### src/rtl/min_max_vector_normalizer_core_defines.svh
// ----------------------------------------------------------------------------
// Min-max vector normalizer assertion macros
// Concurrent check helpers shared by the RTL; empty for synthesis.
// ----------------------------------------------------------------------------
`ifndef MIN_MAX_VECTOR_NORMALIZER_CORE_DEFINES_SVH
`define MIN_MAX_VECTOR_NORMALIZER_CORE_DEFINES_SVH

`ifndef SYNTHESIS

// Property must hold at every clock edge outside of reset.
`define MMVN_ASSERT(lbl, clk, rst_n, prop) \
  lbl: assert property (@(posedge clk) disable iff (!rst_n) (prop)) \
    else $error("mmvn assertion failed");

// Condition must never be true outside of reset.
`define MMVN_ASSERT_NEVER(lbl, clk, rst_n, cond) \
  lbl: assert property (@(posedge clk) disable iff (!rst_n) !(cond)) \
    else $error("mmvn forbidden condition seen");

`else

`define MMVN_ASSERT(lbl, clk, rst_n, prop)
`define MMVN_ASSERT_NEVER(lbl, clk, rst_n, cond)

`endif

`endif

### src/rtl/mmvn_pkg.sv
// ----------------------------------------------------------------------------
// Min-max vector normalizer package
// Sizes, command and status types shared by controller and datapath.
// ----------------------------------------------------------------------------
`default_nettype none

package mmvn_pkg;

  // Buffer depth and sample width.
  localparam int MAX_SAMPLES = 64;
  localparam int SAMPLE_BITS = 16;

  // Fraction bits of the Q1.16 result; the quotient carries one more bit.
  localparam int FRAC_BITS = 16;
  localparam int QUOT_W    = FRAC_BITS + 1;

  // Derived widths.
  localparam int ADDR_W = $clog2(MAX_SAMPLES);
  localparam int CNT_W  = $clog2(MAX_SAMPLES + 1);
  localparam int STEP_W = $clog2(FRAC_BITS + 1);

  // Commands from the controller to the datapath.
  typedef struct packed {
    logic load_sample;
    logic rd_req;
    logic div_start;
    logic div_step;
    logic out_load;
  } mmvn_cmd_t;

  // Status from the datapath to the controller.
  typedef struct packed {
    logic div_last;
    logic out_free;
    logic last_idx;
  } mmvn_sts_t;

endpackage

`default_nettype wire

### src/rtl/mmvn_ram.sv
// ----------------------------------------------------------------------------
// Generic single-port-write RAM
// One write port and one read port with registered read data.
// ----------------------------------------------------------------------------
`default_nettype none

module mmvn_ram #(
  parameter int WIDTH = 16,
  parameter int DEPTH = 64
) (
  input  wire logic                     clk,
  input  wire logic                     wr_en,
  input  wire logic [$clog2(DEPTH)-1:0] wr_addr,
  input  wire logic [WIDTH-1:0]         wr_data,
  input  wire logic                     rd_en,
  input  wire logic [$clog2(DEPTH)-1:0] rd_addr,
  output logic      [WIDTH-1:0]         rd_data
);

  logic [WIDTH-1:0] mem [DEPTH];

  // Write port.
  always_ff @(posedge clk) begin
    if (wr_en) begin
      mem[wr_addr] <= wr_data;
    end
  end

  // Registered read port.
  always_ff @(posedge clk) begin
    if (rd_en) begin
      rd_data <= mem[rd_addr];
    end
  end

endmodule

`default_nettype wire

### src/rtl/mmvn_ctrl.sv
// ----------------------------------------------------------------------------
// Min-max vector normalizer controller
// Sequences sample loading, buffer reads, division steps and result output.
// ----------------------------------------------------------------------------
`default_nettype none

module mmvn_ctrl (
  input  wire logic               clk,
  input  wire logic               rst_n,
  input  wire logic               in_valid,
  input  wire logic               in_final_sample,
  output logic                    in_stall,
  output mmvn_pkg::mmvn_cmd_t     cmd,
  input  wire mmvn_pkg::mmvn_sts_t sts
);

  import mmvn_pkg::*;

  localparam logic [2:0] S_LOAD  = 3'd0;
  localparam logic [2:0] S_READ  = 3'd1;
  localparam logic [2:0] S_START = 3'd2;
  localparam logic [2:0] S_DIV   = 3'd3;
  localparam logic [2:0] S_PUT   = 3'd4;

  logic [2:0] state_r;
  logic [2:0] state_nxt;

  // Samples are only taken while loading a vector.
  assign in_stall = (state_r != S_LOAD);

  // Command decode.
  always_comb begin
    cmd             = '0;
    cmd.load_sample = (state_r == S_LOAD) && in_valid;
    cmd.rd_req      = (state_r == S_READ);
    cmd.div_start   = (state_r == S_START);
    cmd.div_step    = (state_r == S_DIV);
    cmd.out_load    = (state_r == S_PUT) && sts.out_free;
  end

  // Next-state logic.
  always_comb begin
    state_nxt = state_r;
    case (state_r)
      S_LOAD: begin
        if (in_valid && in_final_sample) begin
          state_nxt = S_READ;
        end
      end
      S_READ: begin
        state_nxt = S_START;
      end
      S_START: begin
        state_nxt = S_DIV;
      end
      S_DIV: begin
        if (sts.div_last) begin
          state_nxt = S_PUT;
        end
      end
      S_PUT: begin
        if (sts.out_free) begin
          state_nxt = sts.last_idx ? S_LOAD : S_READ;
        end
      end
      default: begin
        state_nxt = S_LOAD;
      end
    endcase
  end

  // State register.
  always_ff @(posedge clk) begin
    if (!rst_n) begin
      state_r <= S_LOAD;
    end else begin
      state_r <= state_nxt;
    end
  end

endmodule

`default_nettype wire

### src/rtl/mmvn_dp.sv
// ----------------------------------------------------------------------------
// Min-max vector normalizer datapath
// Sample buffer, running min and max, bit-serial divider and output register.
// ----------------------------------------------------------------------------
`default_nettype none

module mmvn_dp (
  input  wire logic                                    clk,
  input  wire logic                                    rst_n,
  input  wire logic signed [mmvn_pkg::SAMPLE_BITS-1:0] in_sample_value,
  input  wire mmvn_pkg::mmvn_cmd_t                     cmd,
  output mmvn_pkg::mmvn_sts_t                          sts,
  output logic                                         out_valid,
  input  wire logic                                    out_stall,
  output logic             [mmvn_pkg::QUOT_W-1:0]      out_scaled_value,
  output logic                                         out_flat_range,
  output logic                                         out_dropped_samples,
  output logic                                         out_run_end
);

  import mmvn_pkg::*;

  // Vector bookkeeping.
  logic [CNT_W-1:0]              count_r, count_nxt;
  logic                          ovf_r, ovf_nxt;
  logic signed [SAMPLE_BITS-1:0] min_r, min_nxt;
  logic signed [SAMPLE_BITS-1:0] max_r, max_nxt;
  logic [ADDR_W-1:0]             idx_r, idx_nxt;

  // Divider state.
  logic [SAMPLE_BITS-1:0]        range_r, range_nxt;
  logic [SAMPLE_BITS-1:0]        rem_r, rem_nxt;
  logic [QUOT_W-1:0]             quot_r, quot_nxt;
  logic [STEP_W-1:0]             step_r, step_nxt;

  // Output register.
  logic                          out_valid_r, out_valid_nxt;
  logic [QUOT_W-1:0]             out_scaled_r;
  logic                          out_flat_r;
  logic                          out_drop_r;
  logic                          out_end_r;

  logic                          full;
  logic                          store_en;
  logic                          last_idx;
  logic [SAMPLE_BITS-1:0]        rd_data;
  logic [SAMPLE_BITS:0]          diff_ext;
  logic [SAMPLE_BITS:0]          range_ext;
  logic [SAMPLE_BITS-1:0]        diff;
  logic [SAMPLE_BITS-1:0]        range_w;
  logic                          q_top;
  logic [SAMPLE_BITS:0]          shifted;
  logic [SAMPLE_BITS:0]          sub;
  logic                          ge;
  logic                          flat;

  assign full     = (count_r == CNT_W'(MAX_SAMPLES));
  assign store_en = cmd.load_sample && !full;
  assign last_idx = (CNT_W'(idx_r) == (count_r - CNT_W'(1)));
  assign flat     = (range_r == '0);

  // Sample buffer.
  mmvn_ram #(
    .WIDTH (SAMPLE_BITS),
    .DEPTH (MAX_SAMPLES)
  ) u_store (
    .clk     (clk),
    .wr_en   (store_en),
    .wr_addr (count_r[ADDR_W-1:0]),
    .wr_data (in_sample_value),
    .rd_en   (cmd.rd_req),
    .rd_addr (idx_r),
    .rd_data (rd_data)
  );

  // Offset and range are non-negative, so the low bits hold them exactly.
  assign diff_ext  = {rd_data[SAMPLE_BITS-1], rd_data} - {min_r[SAMPLE_BITS-1], min_r};
  assign range_ext = {max_r[SAMPLE_BITS-1], max_r} - {min_r[SAMPLE_BITS-1], min_r};
  assign diff      = diff_ext[SAMPLE_BITS-1:0];
  assign range_w   = range_ext[SAMPLE_BITS-1:0];
  assign q_top     = (diff >= range_w);

  // One restoring division step.
  assign shifted = {rem_r, 1'b0};
  assign sub     = shifted - {1'b0, range_r};
  assign ge      = (shifted >= {1'b0, range_r});

  // Next values for bookkeeping and divider.
  always_comb begin
    count_nxt = count_r;
    ovf_nxt   = ovf_r;
    min_nxt   = min_r;
    max_nxt   = max_r;
    idx_nxt   = idx_r;
    range_nxt = range_r;
    rem_nxt   = rem_r;
    quot_nxt  = quot_r;
    step_nxt  = step_r;

    // Load a sample, or note that the buffer overflowed.
    if (cmd.load_sample) begin
      if (full) begin
        ovf_nxt = 1'b1;
      end else begin
        count_nxt = count_r + CNT_W'(1);
        if (count_r == '0) begin
          min_nxt = in_sample_value;
          max_nxt = in_sample_value;
        end else begin
          if (in_sample_value < min_r) begin
            min_nxt = in_sample_value;
          end
          if (in_sample_value > max_r) begin
            max_nxt = in_sample_value;
          end
        end
      end
    end

    // The integer bit comes from a single compare since offset <= range.
    if (cmd.div_start) begin
      range_nxt = range_w;
      rem_nxt   = q_top ? (diff - range_w) : diff;
      quot_nxt  = QUOT_W'(q_top);
      step_nxt  = STEP_W'(FRAC_BITS);
    end

    // Fraction bits, one per cycle.
    if (cmd.div_step) begin
      rem_nxt  = ge ? sub[SAMPLE_BITS-1:0] : shifted[SAMPLE_BITS-1:0];
      quot_nxt = {quot_r[QUOT_W-2:0], ge};
      step_nxt = step_r - STEP_W'(1);
    end

    // Advance to the next stored sample or close the vector.
    if (cmd.out_load) begin
      if (last_idx) begin
        idx_nxt   = '0;
        count_nxt = '0;
        ovf_nxt   = 1'b0;
      end else begin
        idx_nxt = idx_r + ADDR_W'(1);
      end
    end
  end

  // Output valid: a new load wins over the transaction that empties it.
  always_comb begin
    out_valid_nxt = out_valid_r;
    if (cmd.out_load) begin
      out_valid_nxt = 1'b1;
    end else if (out_valid_r && !out_stall) begin
      out_valid_nxt = 1'b0;
    end
  end

  // Control registers.
  always_ff @(posedge clk) begin
    if (!rst_n) begin
      count_r     <= '0;
      ovf_r       <= 1'b0;
      min_r       <= '0;
      max_r       <= '0;
      idx_r       <= '0;
      step_r      <= '0;
      out_valid_r <= 1'b0;
    end else begin
      count_r     <= count_nxt;
      ovf_r       <= ovf_nxt;
      min_r       <= min_nxt;
      max_r       <= max_nxt;
      idx_r       <= idx_nxt;
      step_r      <= step_nxt;
      out_valid_r <= out_valid_nxt;
    end
  end

  // Divider and output payload registers.
  always_ff @(posedge clk) begin
    range_r <= range_nxt;
    rem_r   <= rem_nxt;
    quot_r  <= quot_nxt;
    if (cmd.out_load) begin
      out_scaled_r <= flat ? '0 : quot_r;
      out_flat_r   <= flat;
      out_drop_r   <= ovf_r;
      out_end_r    <= last_idx;
    end
  end

  // Status back to the controller.
  always_comb begin
    sts          = '0;
    sts.div_last = (step_r == STEP_W'(1));
    sts.out_free = !out_valid_r || !out_stall;
    sts.last_idx = last_idx;
  end

  assign out_valid           = out_valid_r;
  assign out_scaled_value    = out_scaled_r;
  assign out_flat_range      = out_flat_r;
  assign out_dropped_samples = out_drop_r;
  assign out_run_end         = out_end_r;

endmodule

`default_nettype wire

### src/rtl/min_max_vector_normalizer_core.sv
// ----------------------------------------------------------------------------
// Min-max vector normalizer core
// Buffers a vector of signed samples and emits each one rescaled to
// (x - min) / (max - min) in unsigned Q1.16.
// ----------------------------------------------------------------------------
//
//   channel  handshake            payload
//   -------  -------------------  --------------------------------------------
//   in_      in_valid / in_stall  sample_value[15:0] signed, final_sample
//   out_     out_valid/out_stall  scaled_value[16:0], flat_range,
//                                 dropped_samples, run_end
//
// A sample is taken whenever in_valid is high while a vector is being loaded.
// After the final sample, each stored sample is produced in turn by a buffer
// read, a setup step, the one-bit-per-cycle restoring divider and a load of
// the output register.
// The input is stalled from the final sample until the last result is loaded.
// Reset is synchronous and clears the vector count, min, max and output valid.
// A stalled output holds its register and the divider waits behind it.
// ----------------------------------------------------------------------------
`default_nettype none

`include "min_max_vector_normalizer_core_defines.svh"

module min_max_vector_normalizer_core (
  input  wire logic                                    clk,
  input  wire logic                                    rst_n,
  input  wire logic                                    in_valid,
  output logic                                         in_stall,
  input  wire logic signed [mmvn_pkg::SAMPLE_BITS-1:0] in_sample_value,
  input  wire logic                                    in_final_sample,
  output logic                                         out_valid,
  input  wire logic                                    out_stall,
  output logic             [mmvn_pkg::QUOT_W-1:0]      out_scaled_value,
  output logic                                         out_flat_range,
  output logic                                         out_dropped_samples,
  output logic                                         out_run_end
);

  import mmvn_pkg::*;

  mmvn_cmd_t cmd;
  mmvn_sts_t sts;

  // Sequencer.
  mmvn_ctrl u_ctrl (
    .clk             (clk),
    .rst_n           (rst_n),
    .in_valid        (in_valid),
    .in_final_sample (in_final_sample),
    .in_stall        (in_stall),
    .cmd             (cmd),
    .sts             (sts)
  );

  // Storage, arithmetic and output register.
  mmvn_dp u_dp (
    .clk                 (clk),
    .rst_n               (rst_n),
    .in_sample_value     (in_sample_value),
    .cmd                 (cmd),
    .sts                 (sts),
    .out_valid           (out_valid),
    .out_stall           (out_stall),
    .out_scaled_value    (out_scaled_value),
    .out_flat_range      (out_flat_range),
    .out_dropped_samples (out_dropped_samples),
    .out_run_end         (out_run_end)
  );

  // Loading and emitting never overlap.
  `MMVN_ASSERT_NEVER(a_load_vs_emit, clk, rst_n, (in_valid && !in_stall && cmd.out_load))

  // A flat vector always reports a zero result.
  `MMVN_ASSERT(a_flat_zero, clk, rst_n, (out_valid && out_flat_range) |-> (out_scaled_value == '0))

  // A new division never ends in the cycle right after it starts.
  `MMVN_ASSERT(a_div_length, clk, rst_n, cmd.div_start |=> !sts.div_last)

endmodule

`default_nettype wire
### config.mk
export PLATFORM = sky130hd
export DESIGN_NAME = min_max_vector_normalizer_core
export DESIGN_NICKNAME = d
export VERILOG_FILES = /design/src/rtl/mmvn_pkg.sv /design/src/rtl/mmvn_ram.sv /design/src/rtl/mmvn_ctrl.sv /design/src/rtl/mmvn_dp.sv /design/src/rtl/min_max_vector_normalizer_core.sv
export VERILOG_INCLUDE_DIRS = /design/src /design/src/rtl
export SDC_FILE = /design/constraint.sdc
export NUM_CORES = 2
export LEC_CHECK = 0
export BUFFER_PORTS_ARGS = -buffer_cell sky130_fd_sc_hd__buf_2
export CAP_MARGIN = 0
export CELL_PAD_IN_SITES_DETAIL_PLACEMENT = 1
export CELL_PAD_IN_SITES_GLOBAL_PLACEMENT = 1
export CORE_ASPECT_RATIO = 1.2
export CORE_MARGIN = 1.5
export CORE_UTILIZATION = 40
export CTS_CLUSTER_DIAMETER = 50
export CTS_CLUSTER_SIZE = 20
export DETAILED_ROUTE_END_ITERATION = 7
export HOLD_SLACK_MARGIN = 0.1
export PLACE_DENSITY = 0.65
export SYNTH_ARGS = -nofsm -noshare
export SYNTH_HDL_FRONTEND = slang
export SYNTH_SLANG_ARGS = --single-unit
### constraint.sdc
create_clock -name clk -period 7.7 [get_ports clk]
set_input_delay 0.77 -clock clk [delete_from_list [all_inputs] [get_ports clk]]
set_output_delay 0.77 -clock clk [all_outputs]
set_load 0.03 [all_outputs]
# Word-level counts from Yosys, hierarchy flattened
# Memory sizes are Yosys's and may differ from the RTL's. A register that Yosys moved wholly into a read port is not among the register bits.
# Index checks and enable logic that the tools add are counted.
[totals] regBits=124 memories=1 word_cells=89 out_inout_bits=22 ram_bits=1024 in_bits=21
[classes] n_addsub=8 reduce_logical=20 bitwise_logic=1 muxes=30 order_cmp=4 eq_ne=10
[memory_table] memory="u_dp.u_store.mem" depth=64 word_bits=16 rd=1 rd_ports_with_merged_regs=1 wr=1 line_no="mmvn_ram.sv:20" text="logic [WIDTH-1:0] mem [DEPTH];"
[ops] cell="$mux W16" n=8
[ops] cell="$sub A16 B16 Y16" n=4
[ops] cell="$mux W17" n=2
[ops] cell="$mux W7" n=4
[ops] cell="$ge A17 B16 Y1" n=1
[ops] cell="$ge A16 B16 Y1" n=1
[ops] cell="$gt A16 B16 Y1" n=1
[ops] cell="$logic_not A16 Y1" n=1
[ops] cell="$lt A16 B16 Y1" n=1
[ops] cell="$pmux W3 S5" n=1
[ops] cell="$mux W5" n=2
[ops] cell="$mux W1" n=9
[ops] cell="$mux W3" n=3
[ops] cell="$reduce_and A3 Y1" n=3
[ops] cell="$reduce_bool A2 Y1" n=4
[ops] cell="$add A7 B1 Y7 const B" n=1
[ops] cell="$eq A6 B7 Y1" n=1
[ops] cell="$eq A7 B7 Y1 const B" n=1
[ops] cell="$logic_not A7 Y1" n=1
[ops] cell="$sub A7 B1 Y7 const B" n=1
[ops] cell="$add A6 B1 Y6 const B" n=1
[ops] cell="$eq A3 B2 Y1 const B" n=2
[ops] cell="$mux W6" n=1
[ops] cell="$eq A5 B1 Y1 const B" n=1
[ops] cell="other kinds (11)" n=18

# Depth between registers and ports, before layout
[logic_depth] word_depth=5 mapped_depth=21 ltp_nobuf=20

# Hierarchy
# From an unflattened synthesis, not the netlist that was laid out.
[unflattened] cells_unflattened=2868 hier_area_um2=49676.4
[by_module_without_submodules] mod="mmvn_ram" area_per_inst_um2=40202.3 seq_area_each_um2=31230.0 cells_each=1829 instances=1
[by_module_without_submodules] mod="mmvn_dp" area_per_inst_um2=9255.1 seq_area_each_um2=3113.0 cells_each=1014 instances=1
[by_module_without_submodules] mod="mmvn_ctrl" area_per_inst_um2=219.0 seq_area_each_um2=60.1 cells_each=25 instances=1

# Worst setup path after synthesis
# OpenSTA, ideal clock, no wires.
[synth_path] path_type="register -> register" startpoint="register u_dp.max_r[0]" endpoint="register u_dp.quot_r[0], data pin" n_path_buf=1 synth_period_minus_slack_ns=3.965 path_stages_with_launch=19 required_time_ns=7.434 setup_time_ns=0.266 slack_ns=3.735 t_arrival_ns=3.699 cell_sequence="dfxtp_1 -> inv_1 -> ha_1 -> inv_1 -> fa_1 -> a21o_1 -> a21oi_1 -> o21bai_1 -> a31oi_1 -> o211ai_1 -> a31o_2 -> a21o_1 -> xnor2_1 -> ha_1 -> a2111oi_0 -> a21oi_1 -> buf_2 -> and2_1 -> o21bai_1"
[synth_via] elab_chain_cells=4
[synth_lines] element="start, declared" line_no="mmvn_dp.sv:27" text="logic signed [SAMPLE_BITS-1:0] max_r, max_nxt;"
[synth_lines] element="start signal, assigned" line_no="mmvn_dp.sv:171" text="max_r <= max_nxt;"
[synth_lines] element="$sub A16 B16 Y16" line_no="mmvn_dp.sv:78" text="assign range_ext = {max_r[SAMPLE_BITS-1], max_r} - {min_r[SAMPLE_BITS-1], min_r};"
[synth_lines] element="$ge A16 B16 Y1" line_no="mmvn_dp.sv:81" text="assign q_top = (diff >= range_w);"
[synth_lines] element="$mux W17" line_no="mmvn_dp.sv:121" text="if (cmd.div_start) begin"
[synth_lines] element="$mux W17" line_no="mmvn_dp.sv:129" text="if (cmd.div_step) begin"
[synth_lines] element="net u_dp.quot_nxt[0]" line_no="mmvn_dp.sv:33" text="logic [QUOT_W-1:0] quot_r, quot_nxt;"
[synth_lines] element="end signal, assigned" line_no="mmvn_dp.sv:182" text="quot_r <= quot_nxt;"
[synth_lines] element="end, declared" line_no="mmvn_dp.sv:33"
# The timed path passes the listed nets, and every way through them passes these cells. The select of a mux whose other input is x is not followed.
# A chain may end at the register's enable or synchronous reset.

# Final worst setup path
[layout_path] startpoint="register u_dp.min_r[0]" endpoint="register u_dp.rem_r[4], data pin"
[layout_via] elab_chain_cells=5 elab_cells_between_ends=7 classes_between="add/sub (3); order compare (1); mux (3)"
[layout_lines] element="start, declared" line_no="mmvn_dp.sv:26" text="logic signed [SAMPLE_BITS-1:0] min_r, min_nxt;"
[layout_lines] element="start signal, assigned" line_no="mmvn_dp.sv:170" text="min_r <= min_nxt;"
[layout_lines] element="$sub A16 B16 Y16 (on tied branches)" line_no="mmvn_dp.sv:77, mmvn_dp.sv:78"
[layout_lines] element="$sub A16 B16 Y16 or $ge A16 B16 Y1 (tied branches)" line_no="mmvn_dp.sv:123, mmvn_dp.sv:81"
[layout_lines] element="$mux W16 *" line_no="mmvn_dp.sv:123" text="rem_nxt = q_top ? (diff - range_w) : diff;"
[layout_lines] element="$mux W16 *" line_no="mmvn_dp.sv:121"
[layout_lines] element="$mux W16 *" line_no="mmvn_dp.sv:129"
[layout_lines] element="net u_dp.rem_nxt[4]" line_no="mmvn_dp.sv:32" text="logic [SAMPLE_BITS-1:0] rem_r, rem_nxt;"
[layout_lines] element="end signal, assigned" line_no="mmvn_dp.sv:181" text="rem_r <= rem_nxt;"
[layout_lines] element="end, declared" line_no="mmvn_dp.sv:32"
# The timed path passes the listed nets; every way through them passes the cells marked *. The select of a mux whose other input is x is not followed.

==> results.sh <==
export IMPL_ir_drop_uv=214
export IMPL_die_area_um2=123000
export IMPL_wl_per_cell_um=28.5
export IMPL_yosys_area_top_type_share_pct=68.7
export IMPL_cts_buffers=103
export IMPL_yosysSeqAreaShare_pct=71.0
export IMPL_pre_cts_slack_ns=2.85
export IMPL_fin_tns_setup_ns=0
export IMPL_wirelength_mm=123
export IMPL_clockBufferDepth=3
export IMPL_cts_hold_buffers=0
export IMPL_drt_iter0_markers=1946
export IMPL_antenna_left=0
export IMPL_finalMaxSlewViolations=0
export IMPL_relSlewSlack_pct=16.2
export IMPL_avgSynthCellArea_um2=19.1
export IMPL_track_usage_pct=20.2
export IMPL_finalNetCount=2794
export IMPL_grt_max_degree=112
export IMPL_slowest_delay_ns=0.40
export IMPL_yosysWarningCount=0
export IMPL_rows=139
export IMPL_antenna_found_initial=4
export IMPL_syn2layout_area_growth_pct=12.7
export IMPL_status="completed"
export IMPL_critPathCaptureType="flip-flop"
export IMPL_viasPerCell=5.70
export IMPL_synth_edf_count=1109
export IMPL_worstPathRequired_ns=8.14
export IMPL_grt_overflow=0
export IMPL_placed_area_um2=50900
export IMPL_clk_latency_ns=0.75
export IMPL_yosys_area_top_type="edfxtp_1"
export IMPL_finClkSkew_ns=0.0273
export IMPL_grt_pass1_wl_mm=181
export IMPL_syn_cell_area_um2=48400
export IMPL_drc=0
export IMPL_final_area_um2=54600
export IMPL_slowest_stage="dfxtp_1"
export IMPL_path_class="flip-flop to flip-flop"
export IMPL_initial_utilization_pct=40.4
export IMPL_ys_flop_type="edfxtp_1"
export IMPL_crit_path_start_kind="flip-flop"
export IMPL_synth_fp_nets=2663
export IMPL_hpwl_mm=76.3
export IMPL_place_congestion=0.829
export IMPL_p_leak_nw=17.2
export IMPL_ys_seq_elements=1164
export IMPL_rsz0062_at_grt="false"
export IMPL_hold_viol=0
export IMPL_yosysMostFrequentCell="edfxtp_1"
export IMPL_cts_reportedPaths_clkPinSlew_ns=0.06
export IMPL_worst_slack_ns=2.83
export IMPL_post_cts_setup_buffers=0
export IMPL_maxCapViolCount=0
export IMPL_finalSetupViolCount=0
export IMPL_syn_inst=2541
export IMPL_io_pins=43
export IMPL_arrival_ns=5.31
export IMPL_htreeDepth=3
export IMPL_chipWidth_um=321
export IMPL_final_min_clock_period_ns=4.87
export IMPL_cts_sinks=1164
export IMPL_die_y_um=384
export IMPL_core_um2=120000
export IMPL_first_pass_iters=5
export IMPL_period_share_pct=63.2
export IMPL_synthArstFlopShare_pct=0
export IMPL_drive_gt1_share_pct=25.0
export IMPL_powerDensity_nw_per_um2=274
export IMPL_worstMarginPinSlew_ns=1.26
export IMPL_yosysUniqueCellTypes=61
export IMPL_cts_resized_gates=0
export IMPL_synthTopCellsByArea="edfxtp_1 (69%), mux4_2 (16%), ha_1 (2.5%), dfxtp_1 (2.3%), nor2_1 (0.93%)"
export IMPL_path_cells="ha_1 > inv_1 > fa_1 > a21o_1 > a21oi_1 > o21bai_1 > a31oi_1 > o211ai_1 > a31o_2 > a21o_1 > xnor2_1 > ha_1 > o21ai_0 > nand2b_1 > a21oi_1 > a21oi_2 > buf_4 > mux2_2 > nor2_1 > a31oi_1"
export IMPL_portBuffers=42
export IMPL_cts_tree="done"
export IMPL_grt_pass1_vias=26500
export IMPL_path_max_fanout=14
export IMPL_hold_class="primary input to flip-flop"
export IMPL_synthTopCellsByCount="edfxtp_1 (1,109), mux4_2 (336), nor2_1 (120)"
export IMPL_via_count=24600
export IMPL_fmax_ghz=0.205
export IMPL_root_buffer="clkbuf_16"
==> logic make-up (layout without fill, tap and decap cells) <==
family          count (synthesis)  after routing  synth area share [%]
compound gates                287            287                  3.71
mux                           350            350                  15.9
flops                        1164           1164                  71.0
simple gates                  367            367                  3.72
xor+xnor                       63             63                  1.14
fa+ha+maj                     101            101                  2.67
buf+inv                       209            430                  1.83
other cells                     0              2                     0
==> cell type report <==
cell class / count / area, um2
clock buffers: 107 / 2590
well taps: 1551 / 1940
fillers: 11100 / 65300
inverters: 91 / 342
repair buffers: 144 / 1010
clock inverters: 88 / 1070
diodes: 2 / 5.00
multi-input cells: 1168 / 13200
flip-flops and latches: 1164 / 34400
==> worst max-delay path, delay by kind of cell (launching register included) <==
kind	cells	cell delay [ns]
and+or+nand+nor	2	0.19
buffers and inverters	2	0.36
xor gates and xnor gates	1	0.14
AOI/OAI and AO/OA	11	2.18
adders and majority gates	3	0.95
DFF	1	0.40
muxes	1	0.36
==> metal layers <==
| metal | wire, um | part of all wire [%] | track usage [%] |
|---|---|---|---|
| met5 | 11 | 0.0090 | 0 |
| met4 | 3340 | 2.7 | 6.44 |
| met3 | 5620 | 4.6 | 2.78 |
| met2 | 64400 | 52 | 35.8 |
| met1 | 49500 | 40 | 25.6 |
==> path summary, 6_finish.rpt <==
kind | from | endpoint | slack (ns) | cells past startpoint
worst min-delay path | rst_n | u_ctrl.state_r[2]$_SDFFE_PN0P_ | 0.32 | 2
worst max-delay path | u_dp.min_r[0]$_SDFFE_PN0P_ | u_dp.rem_r[4]$_DFFE_PP_ | 2.83 | 20
worst min register to register | u_dp.min_r[7]$_SDFFE_PN0P_ | u_dp.min_r[7]$_SDFFE_PN0P_ | 0.47 | 2
worst max register to register | u_dp.min_r[0]$_SDFFE_PN0P_ | u_dp.rem_r[4]$_DFFE_PP_ | 2.83 | 20
==> sequential cells by signal, summed over array words and instances, names as in the netlist <==
name                      cells
u_dp.out_valid                1
u_dp.quot_r                  17
u_dp.rem_r                   16
u_dp.u_store.rd_data         16
u_dp.range_r                 16
u_dp.out_dropped_samples      1
u_dp.ovf_r                    1
u_dp.count_r                  7
u_dp.idx_r                    6
u_ctrl.state_r                3
u_dp.min_r                   16
u_dp.u_store.mem           1024
u_dp.out_flat_range           1
u_dp.out_run_end              1
u_dp.max_r                   16
u_dp.step_r                   5
u_dp.out_scaled_value        17
==> layout by cell type (no fill, tap or decap), types with 15 or more instances in the layout <==
master and count:
clkbuf_16 103, o21ai_1 15, nor3_1 25, o21ai_0 56
mux4_2 336, a21o_1 28, nor2_1 116, buf_2 42
nand2_1 52, inv_6 19, buf_4 99, dfxtp_1 51
edfxtp_1 1109, and2_1 23, nor2b_1 17, nand3_1 48
xor2_1 29, ha_1 97, and3_1 23, o21a_1 17
a21oi_1 81, xnor2_1 34, a211oi_1 16, inv_1 90
==> report_power, final <==
part	total [mW]	switching (mW)	internal, mW
combinational	2.26	1.36	0.905
sequential	7.18	0.0717	7.11
clock	5.50	2.65	2.85
total	14.9	4.08	10.9
==> metrics by stage <==
step / utilization, % / cells / power [mW] / hold WS, ns
after floorplan: - / 2541 / 8.92 / 0.409
after global placement: 42.5 / 4118 / 9.49 / 0.453
after detailed placement: 42.5 / 4118 / 9.59 / 0.462
after CTS: 45.5 / 4313 / 15.1 / 0.260
after global routing: 45.5 / 4313 / 15.5 / 0.302
final: 45.5 / 4315 / 14.9 / 0.317
No activity file was read; power rests on OpenSTA's default activity.
